<file path="src/design/rsd_pkg.sv">
// shared types and constants for the run-skip-dump decoder
`default_nettype none

package rsd_pkg;

  localparam int RSD_ADDR_BITS = 16;

  // result kind codes
  localparam logic [1:0] KIND_LITERAL = 2'd0;
  localparam logic [1:0] KIND_FILL    = 2'd1;
  localparam logic [1:0] KIND_END     = 2'd2;

  typedef struct packed {
    logic [7:0] in_byte;
    logic       frame_start;
  } rsd_in_t;

  typedef struct packed {
    logic [1:0]  out_kind;
    logic [15:0] out_address;
    logic [13:0] out_length;
    logic [7:0]  out_value;
  } rsd_out_t;

endpackage

`default_nettype wire

</file>
<file path="src/design/rsd_parser.sv">
// byte parser: parse state, write position and the decode of one byte per cycle while take is high
`default_nettype none

module rsd_parser #(
  parameter int ADDR_BITS = rsd_pkg::RSD_ADDR_BITS
) (
  input  wire            clk,
  input  wire            rst_n,
  input  wire            take,
  input  rsd_pkg::rsd_in_t  item,
  output logic           res_valid,
  output rsd_pkg::rsd_out_t res
);
  import rsd_pkg::*;

  typedef enum logic [3:0] {
    PH_OPCODE   = 4'd0,
    PH_DUMP     = 4'd1,
    PH_RUN_CNT  = 4'd2,
    PH_RUN_VAL  = 4'd3,
    PH_LONG_LO  = 4'd4,
    PH_LONG_HI  = 4'd5,
    PH_LRUN_VAL = 4'd6,
    PH_STOPPED  = 4'd7
  } phase_t;

  phase_t                 phase_r, phase_nxt, phase_eff;
  logic [13:0]            cnt_r, cnt_nxt, cnt_eff, cnt_dec;
  logic [ADDR_BITS-1:0]   pos_r, pos_nxt, pos_eff;
  logic [7:0]             low_r, low_nxt;
  logic [14:0]            inc;
  logic [15:0]            word;
  logic [7:0]             b;

  assign b    = item.in_byte;
  assign word = {b, low_r};
  assign cnt_dec = cnt_eff - 14'd1;

  always_comb begin
    // frame start rewinds before the byte is parsed
    phase_eff = item.frame_start ? PH_OPCODE : phase_r;
    cnt_eff   = item.frame_start ? 14'd0 : cnt_r;
    pos_eff   = item.frame_start ? '0 : pos_r;

    phase_nxt = phase_eff;
    cnt_nxt   = cnt_eff;
    low_nxt   = low_r;
    inc       = '0;
    res_valid = 1'b0;
    res.out_kind    = KIND_LITERAL;
    res.out_address = 16'(pos_eff);
    res.out_length  = 14'd1;
    res.out_value   = b;

    unique case (phase_eff)
      PH_DUMP: begin
        res_valid = 1'b1;
        inc       = 15'd1;
        cnt_nxt   = cnt_dec;
        if (cnt_dec == 14'd0) phase_nxt = PH_OPCODE;
      end
      PH_RUN_CNT: begin
        cnt_nxt   = {6'd0, b};
        phase_nxt = PH_RUN_VAL;
      end
      PH_RUN_VAL, PH_LRUN_VAL: begin
        if (cnt_eff != 14'd0) begin
          res_valid      = 1'b1;
          res.out_kind   = KIND_FILL;
          res.out_length = cnt_eff;
          inc            = {1'b0, cnt_eff};
        end
        cnt_nxt   = 14'd0;
        phase_nxt = PH_OPCODE;
      end
      PH_LONG_LO: begin
        low_nxt   = b;
        phase_nxt = PH_LONG_HI;
      end
      PH_LONG_HI: begin
        phase_nxt = PH_OPCODE;
        if (word == 16'd0) begin
          res_valid      = 1'b1;
          res.out_kind   = KIND_END;
          res.out_length = 14'd0;
          res.out_value  = 8'd0;
          phase_nxt      = PH_STOPPED;
        end else if (!word[15]) begin
          inc = word[14:0];
        end else if (!word[14]) begin
          cnt_nxt = word[13:0];
          if (word[13:0] != 14'd0) phase_nxt = PH_DUMP;
        end else begin
          cnt_nxt   = word[13:0];
          phase_nxt = PH_LRUN_VAL;
        end
      end
      PH_STOPPED: begin
        phase_nxt = PH_STOPPED;
      end
      default: begin
        // opcode phase, and any unused phase code
        if (b == 8'h00) begin
          phase_nxt = PH_RUN_CNT;
        end else if (!b[7]) begin
          cnt_nxt   = {6'd0, b};
          phase_nxt = PH_DUMP;
        end else if (b == 8'h80) begin
          phase_nxt = PH_LONG_LO;
        end else begin
          inc       = {8'd0, b[6:0]};
          phase_nxt = PH_OPCODE;
        end
      end
    endcase

    // position wraps at the buffer size
    pos_nxt = pos_eff + ADDR_BITS'(inc);
  end

  always_ff @(posedge clk) begin
    if (!rst_n) begin
      phase_r <= PH_OPCODE;
      cnt_r   <= 14'd0;
      pos_r   <= '0;
      low_r   <= 8'd0;
    end else if (take) begin
      phase_r <= phase_nxt;
      cnt_r   <= cnt_nxt;
      pos_r   <= pos_nxt;
      low_r   <= low_nxt;
    end
  end

endmodule

`default_nettype wire

</file>
<file path="src/design/run_skip_dump_decoder.sv">
// top level of the run-skip-dump frame decoder
`default_nettype none

// Decodes a run-skip-dump compressed frame one byte per transaction and emits
// literal writes, fill commands and an end-of-frame marker. A byte is taken
// into an input register, parsed combinationally from there, and its result (if
// any) lands in an output register. Sustained rate is one byte per cycle while
// the output is not stalled: the parse state and write position update once per
// byte. Bytes that cause no result (opcodes, counts, skips, bytes after a stop)
// still pass through the input register and the parser. The write position is
// ADDR_BITS wide and wraps; out_address shows its low 16 bits.
module run_skip_dump_decoder #(
  parameter int ADDR_BITS = rsd_pkg::RSD_ADDR_BITS
) (
  input  wire                clk,
  input  wire                rst_n,
  input  wire                in_valid,
  output logic               in_stall,
  input  rsd_pkg::rsd_in_t   in_data,
  output logic               out_valid,
  input  wire                out_stall,
  output rsd_pkg::rsd_out_t  out_data
);
  import rsd_pkg::*;

  logic      in_valid_r;
  rsd_in_t   in_data_r;
  logic      out_valid_r;
  rsd_out_t  out_data_r;
  logic      advance;
  logic      take;
  logic      res_valid;
  rsd_out_t  res;

  // the held byte moves on when the output register is free or being emptied
  assign advance  = !out_valid_r || !out_stall;
  assign take     = in_valid_r && advance;
  assign in_stall = in_valid_r && !advance;

  always_ff @(posedge clk) begin
    if (!rst_n) begin
      in_valid_r <= 1'b0;
    end else if (!in_stall) begin
      in_valid_r <= in_valid;
    end
  end

  always_ff @(posedge clk) begin
    if (in_valid && !in_stall) in_data_r <= in_data;
  end

  rsd_parser #(
    .ADDR_BITS (ADDR_BITS)
  ) u_parser (
    .clk       (clk),
    .rst_n     (rst_n),
    .take      (take),
    .item      (in_data_r),
    .res_valid (res_valid),
    .res       (res)
  );

  always_ff @(posedge clk) begin
    if (!rst_n) begin
      out_valid_r <= 1'b0;
    end else if (advance) begin
      out_valid_r <= take && res_valid;
    end
  end

  always_ff @(posedge clk) begin
    if (take && res_valid) out_data_r <= res;
  end

  assign out_valid = out_valid_r;
  assign out_data  = out_data_r;

endmodule

`default_nettype wire

</file>
<file path="config.mk">
export PLATFORM = sky130hd
export DESIGN_NAME = run_skip_dump_decoder
export DESIGN_NICKNAME = d
export VERILOG_FILES = /design/src/design/rsd_pkg.sv /design/src/design/rsd_parser.sv /design/src/design/run_skip_dump_decoder.sv
export SDC_FILE = /design/constraint.sdc
export NUM_CORES = 1
export LEC_CHECK = 0
export ABC_AREA = 0
export BUFFER_PORTS_ARGS = -buffer_cell sky130_fd_sc_hd__clkbuf_2
export CORE_ASPECT_RATIO = 1.4
export CORE_UTILIZATION = 51
export CTS_CLUSTER_DIAMETER = 100
export CTS_CLUSTER_SIZE = 30
export DETAILED_ROUTE_END_ITERATION = 12
export HOLD_SLACK_MARGIN = 0.06
export MAX_ROUTING_LAYER = met4
export PLACE_DENSITY = 0.79
export SKIP_LAST_GASP = 1
export SLEW_MARGIN = 10
export SYNTH_ARGS = -nofsm -noshare
export SYNTH_HDL_FRONTEND = slang
export SYNTH_SLANG_ARGS = --single-unit
</file>
<file path="constraint.sdc">
create_clock -name clk -period 4.9 [get_ports clk]
set_input_delay 0.49 -clock clk [delete_from_list [all_inputs] [get_ports clk]]
set_output_delay 0.49 -clock clk [all_outputs]
set_load 0.05 [all_outputs]
</file>
Word level (Yosys, flattened, before mapping)
Cells that the tools add are included.

Flip-flop bits (word level): 93. Output and inout bits: 42. Logic and storage cells: 74.

Add/subtract/negate cells: 2. Equal/unequal tests: 8. Multiplexer cells: 34. Reductions and logical operators: 18.

Operator list (number): 2-to-1 mux 14 bit (7); case mux 14 bit (5 select lines) (1); 2-to-1 mux 15 bit (4); case mux 15 bit (4 select lines) (1); case mux 14 bit (2 select lines) (1); nonzero test 14 bit (2); 2-to-1 mux 4 bit (6); case mux 4 bit (6 select lines) (1); adder 16 x 15 -> 16 bit (1); equality test 4 x 3 -> 1 bit (second input constant) (4); logical NOT 16 bit (1); 2-to-1 mux 16 bit (1); logical NOT 14 bit (1); subtractor 14 x 1 -> 14 bit (second input constant) (1); 2-to-1 mux 9 bit (1); equality test 4 x 2 -> 1 bit (second input constant) (2); equality test 8 bit (second input constant) (1); logical NOT 8 bit (1); 2-to-1 mux 8 bit (1); 2-to-1 mux 7 bit (1); 2-to-1 mux 3 bit (2); equality test 4 x 1 -> 1 bit (second input constant) (1); logical AND 1 bit (4); logical NOT 1 bit (4); 8 further kinds (12).

Depth between registers and ports, before layout
Word-level depth: 6. Depth in mapped cells: 20. Mapped depth without buffers: 16.

Hierarchy
A second synthesis with hierarchy kept.

Cells, all modules: 535. Area total of the unflattened synthesis: 5266.3 sq um.

By module, submodules not included: rsd_parser (instances 1, cells an instance 476, area an instance 3703.6 sq um); run_skip_dump_decoder (instances 1, cells an instance 59, area an instance 1562.7 sq um).

Worst setup path before layout
Ideal clock, no wire load.

Path kind: register -> register. Start: register in_data_r[0] (netlist name). End: register out_data_r, in the netlist out_data[0] (enable). Library setup time: 0.437 ns. Arrival: 3.447 ns. Path slack: 1.016 ns. Stages on the path, launching flop included: 13. Path buffers: 4. Cells stage by stage: edfxtp_1 > buf_2 > inv_1 > clkbuf_1 > nand2_1 > ha_1 > buf_2 > o21ai_4 > o21ai_4 > inv_2 > buf_6 > nor3_1 > nor2_1.

Cells in the longest elaborated chain, start to end: 5. Elaborated cells between the ends (all ways): 11. Classes of those cells: 4 x eq/ne; 4 x mux; 3 x reduce/logical.

Ends and longest elaborated chain: start: declaration (line run_skip_dump_decoder.sv:27) `rsd_in_t in_data_r;`; start signal: assignment (line run_skip_dump_decoder.sv:49) `if (in_valid && !in_stall) in_data_r <= in_data;`; 2-to-1 mux 14 bit or 2-to-1 mux 4 bit (tied branches) (line rsd_parser.sv:42, rsd_parser.sv:41); nonzero test 14 bit, or another cell as far along (line rsd_parser.sv:67) `if (cnt_eff != 14'd0) begin`; 2-to-1 mux 1 bit or OR reduction 2 bit (tied branches); case mux 1 bit (3 select lines) (*) (line rsd_parser.sv:55) `unique case (phase_eff)`; logical AND 1 bit (*) (line run_skip_dump_decoder.sv:72) `if (take && res_valid) out_data_r <= res;`; end signal: assignment (line run_skip_dump_decoder.sv:72); end: declaration (line run_skip_dump_decoder.sv:29) `rsd_out_t out_data_r;`.

Mark *: on every way between the ends. The rest lies on a longest branch, timed or not. A chain may end at the register's enable or synchronous reset.

Worst setup path in the final report
Start: register in_data_r[4] (netlist name). End: register u_parser.pos_r[14].

Cells in the longest elaborated chain, start to end: 6. Elaborated cells between the ends (all ways): 10. Classes of those cells: 1 x add/sub; 1 x eq/ne; 6 x mux; 2 x reduce/logical.

Ends and longest elaborated chain: equality test 8 bit (line rsd_parser.sv:108) `end else if (b == 8'h80) begin`; 2-to-1 mux 7 bit (line rsd_parser.sv:108); 2-to-1 mux 15 bit (line rsd_parser.sv:105) `end else if (!b[7]) begin`; 2-to-1 mux 15 bit (line rsd_parser.sv:103) `if (b == 8'h00) begin`; case mux 15 bit (4 select lines) (*) (line rsd_parser.sv:55); adder 16 x 15 -> 16 bit (*) (line rsd_parser.sv:118) `pos_nxt = pos_eff + ADDR_BITS'(inc);`; end signal: assignment (line rsd_parser.sv:130) `pos_r <= pos_nxt;`; end: declaration (line rsd_parser.sv:29) `logic [ADDR_BITS-1:0] pos_r, pos_nxt, pos_eff;`.

Marked as above.

==> impl_metrics.tcl <==
set metrics [dict create \
    netlist_instances 542 \
    relSlewSlack_pct 35.7 \
    path_max_fanout 14 \
    start_kind "register" \
    drt_iter0_markers 364 \
    wirelength_um 14600 \
    fmax_ghz 0.229 \
    critPathBufInv 1 \
    rows 43 \
    drcViolationCount 0 \
    ys_top_cells_by_area "edfxtp_1 (29%), dfxtp_1 (17%), a21oi_1 (4.2%)" \
    synth_top_family_by_area "compound AO/OA/AOI/OAI gates" \
    avgSynthCellArea_um2 9.52 \
    clk-insertion-delay-late_ns 0.35 \
    hold_viol 0 \
    end_kind "register" \
    ys_seq_area_share_pct 45.6 \
    cellPowerDensity_mw_per_mm2 317 \
    slowest_delay_ns 0.65 \
    cp.required_ns 5.13 \
    clkSlewWorstSetupHoldPaths_ns 0.07 \
    post_cts_buffers 0 \
    synth_fa_ha_area_share_pct 4.51 \
    die-area_mm2 0.0105 \
    netlist.area_leader.share_pct 28.5 \
    grt_use_met1_pct 33.8 \
    synth_compound_area_share_pct 21.1 \
    clock_skew_ns 0.00522 \
    clock_path_buffers 2 \
    grt_busiest_layer "met2" \
    die_h_um 121 \
    cts_tree "done" \
    post-dp-hpwl_um 10600 \
    synth_edf_count 49 \
    cp.arrival_ns 4.60 \
    vias 4505 \
    use_met3_pct 4.56 \
    grt_pass1_vias 4237 \
    track_usage_pct 29.7 \
    tightest_slew_ns 0.959 \
    viasPerCell 6.27 \
    synthFlopType "edfxtp_1" \
    syn_area_mm2 0.00516 \
    fillers 892 \
    yosys.cell_count.top_type "edfxtp_1" \
    hold_slack_ns 0.312 \
    dr.pass1.iters 6 \
    ant_nets 0 \
    layout.core_utilization_pct 59.1 \
    synth_xor_area_share_pct 3.22 \
    wire_per_inst_um 20.3 \
    grt_use_met2_pct 50.3 \
    layout-drive-gt1-share_pct 17.6 \
    initial_utilization_pct 52.1 \
    yosysTopAreaCell "edfxtp_1" \
    synthesis.nets 573 \
    gr-total-overflow 0 \
    status "completed" \
    grt_pass1_wl_um 22800 \
    pin_count 55 \
    cts_root_buf "clkbuf_16" \
    crit_path_frequent_cell "o21ai_1" \
    rsz0062_at_grt "false" \
    numCtsBuffers 9 \
    synthSimpleGateAreaFrac_pct 20.0 \
    cts_resized 0 \
    ys_ff_latch 93 \
    maxCapViolCount 0 \
    clock-sinks 93 \
    cts_max_level 3 \
    layout_min_cycle_time_ns 4.37 \
    leakagePower_nw 2.37 \
    antenna_found_initial 0 \
    fin_nets 610 \
    antennaDiodeCount 0 \
    crit_chain "nor4_1 > and3_1 > a211oi_2 > buf_4 > a221oi_1 > o21ai_1 > ha_1 > fa_1 > a21oi_1 > o21ai_0 > a2111oi_0 > o31ai_1 > xnor2_1 > o21ai_1" \
    die_w_um 87.0 \
    globalplace.congestion 1.05 \
    finalSetupTns_ns 0 \
    coreArea_mm2 0.00990 \
    setup-violations-final 0 \
    synth_cell_types 71 \
    synthTopCellsByCount "edfxtp_1 (49), dfxtp_1 (44), a21oi_1 (43)" \
    yosys-mux-area-fraction_pct 1.36 \
    async_flop_share_pct 0 \
    ir_drop_v 0.000180 \
    crit_type "register to register" \
    hold_class "input port to register" \
    area_delta_synth_final_pct 13.3 \
    drv_slew 0 \
    critical_path.top_delay_family "compound AO/OA/AOI/OAI gates" \
    grt_start_max_net_pins 32 \
    crit_slowest_cell "a2111oi_0" \
    yosys_warnings 0 \
    ctsHoldBuffers 0 \
    io_buffers 54 \
    min_period_over_period_pct 89.2 \
]
==> worst paths after layout <==
kind,cells after the start,startpoint,endpoint,slack [ns]
worst max-delay path,14,in_data_r[4],u_parser.pos_r[14],0.53
worst min register to register,2,u_parser.pos_r[10],u_parser.pos_r[10],0.45
worst max register to register,14,in_data_r[4],u_parser.pos_r[14],0.53
worst min-delay path,1,in_data[1],in_data_r[1],0.31
==> layer usage <==
layer / share of wire, % / vias up
li1: - / 2083
met1: 38 / 2168
met2: 52 / 205
met3: 5.6 / 49
met4: 4.4 / 0
met5: 0 / -
==> report_power, final <==
| part | internal [mW] | total, mW | switching [mW] |
|---|---|---|---|
| clock network | 0.456 | 0.778 | 0.322 |
| registers | 0.835 | 0.868 | 0.0331 |
| logic | 0.0755 | 0.207 | 0.131 |
| total | 1.37 | 1.85 | 0.486 |
==> through the flow <==
step	cells	instance area (µm²)	worst slack [ns]	total power, mW
3_3_place_gp	703	5520	0.812	1.09
6_report	719	5850	0.529	1.85
2_1_floorplan	542	5160	1.02	1.03
3_5_place_dp	703	5520	0.621	1.09
5_1_grt	719	5850	0.284	1.90
4_1_cts	719	5850	0.563	1.85
==> registers in the layout (all words and copies together), names as in the netlist <==
name / count
in_data_r: 9
in_valid_r: 1
out_data: 40
out_valid: 1
u_parser.cnt_r: 14
u_parser.low_r: 8
u_parser.phase_r: 4
u_parser.pos_r: 16
==> worst reg2reg max path, delay by kind of cell (launching register included) <==
family | cells | cell delay [ns]
DFF | 1 | 0.52
adders and majority gates | 2 | 0.65
AOI/OAI and AO/OA | 8 | 1.85
xor gates and xnor gates | 1 | 0.18
and+or+nand+nor | 2 | 0.85
buffers and inverters | 1 | 0.21
==> cell usage in the layout (no fill, tap or decap), types with 15 or more instances in the layout <==
cell type,Yosys,final
nand3_1,20,20
a21oi_1,43,43
nor2b_1,21,21
xnor2_1,15,15
o21ai_0,29,29
edfxtp_1,49,49
clkbuf_2,0,54
a21o_1,16,16
nand2_1,42,42
dfxtp_1,44,44
nor2_1,40,39
ha_1,17,17
==> area by class of cell <==
cell class | instances | area (µm²) | share of cell area [%]
Tap cell | 135 | 169 | 2.89
Multi-Input combinational cell | 398 | 2600 | 44.4
Timing Repair Buffer | 65 | 353 | 6.03
Sequential cell | 93 | 2350 | 40.2
Clock inverter | 7 | 105 | 1.80
Inverter | 12 | 45.0 | 0.770
Clock buffer | 9 | 225 | 3.85
==> logic make-up (layout without fill, tap and decap cells) <==
group | Yosys count | in the layout
AOI/OAI and AO/OA | 162 | 162
xor gates and xnor gates | 19 | 19
adders and majority gates | 18 | 18
buffers and inverters | 51 | 93
DFF | 93 | 93
muxes | 7 | 7
and+or+nand+nor | 192 | 192
Power figures use the tool's default switching activity.
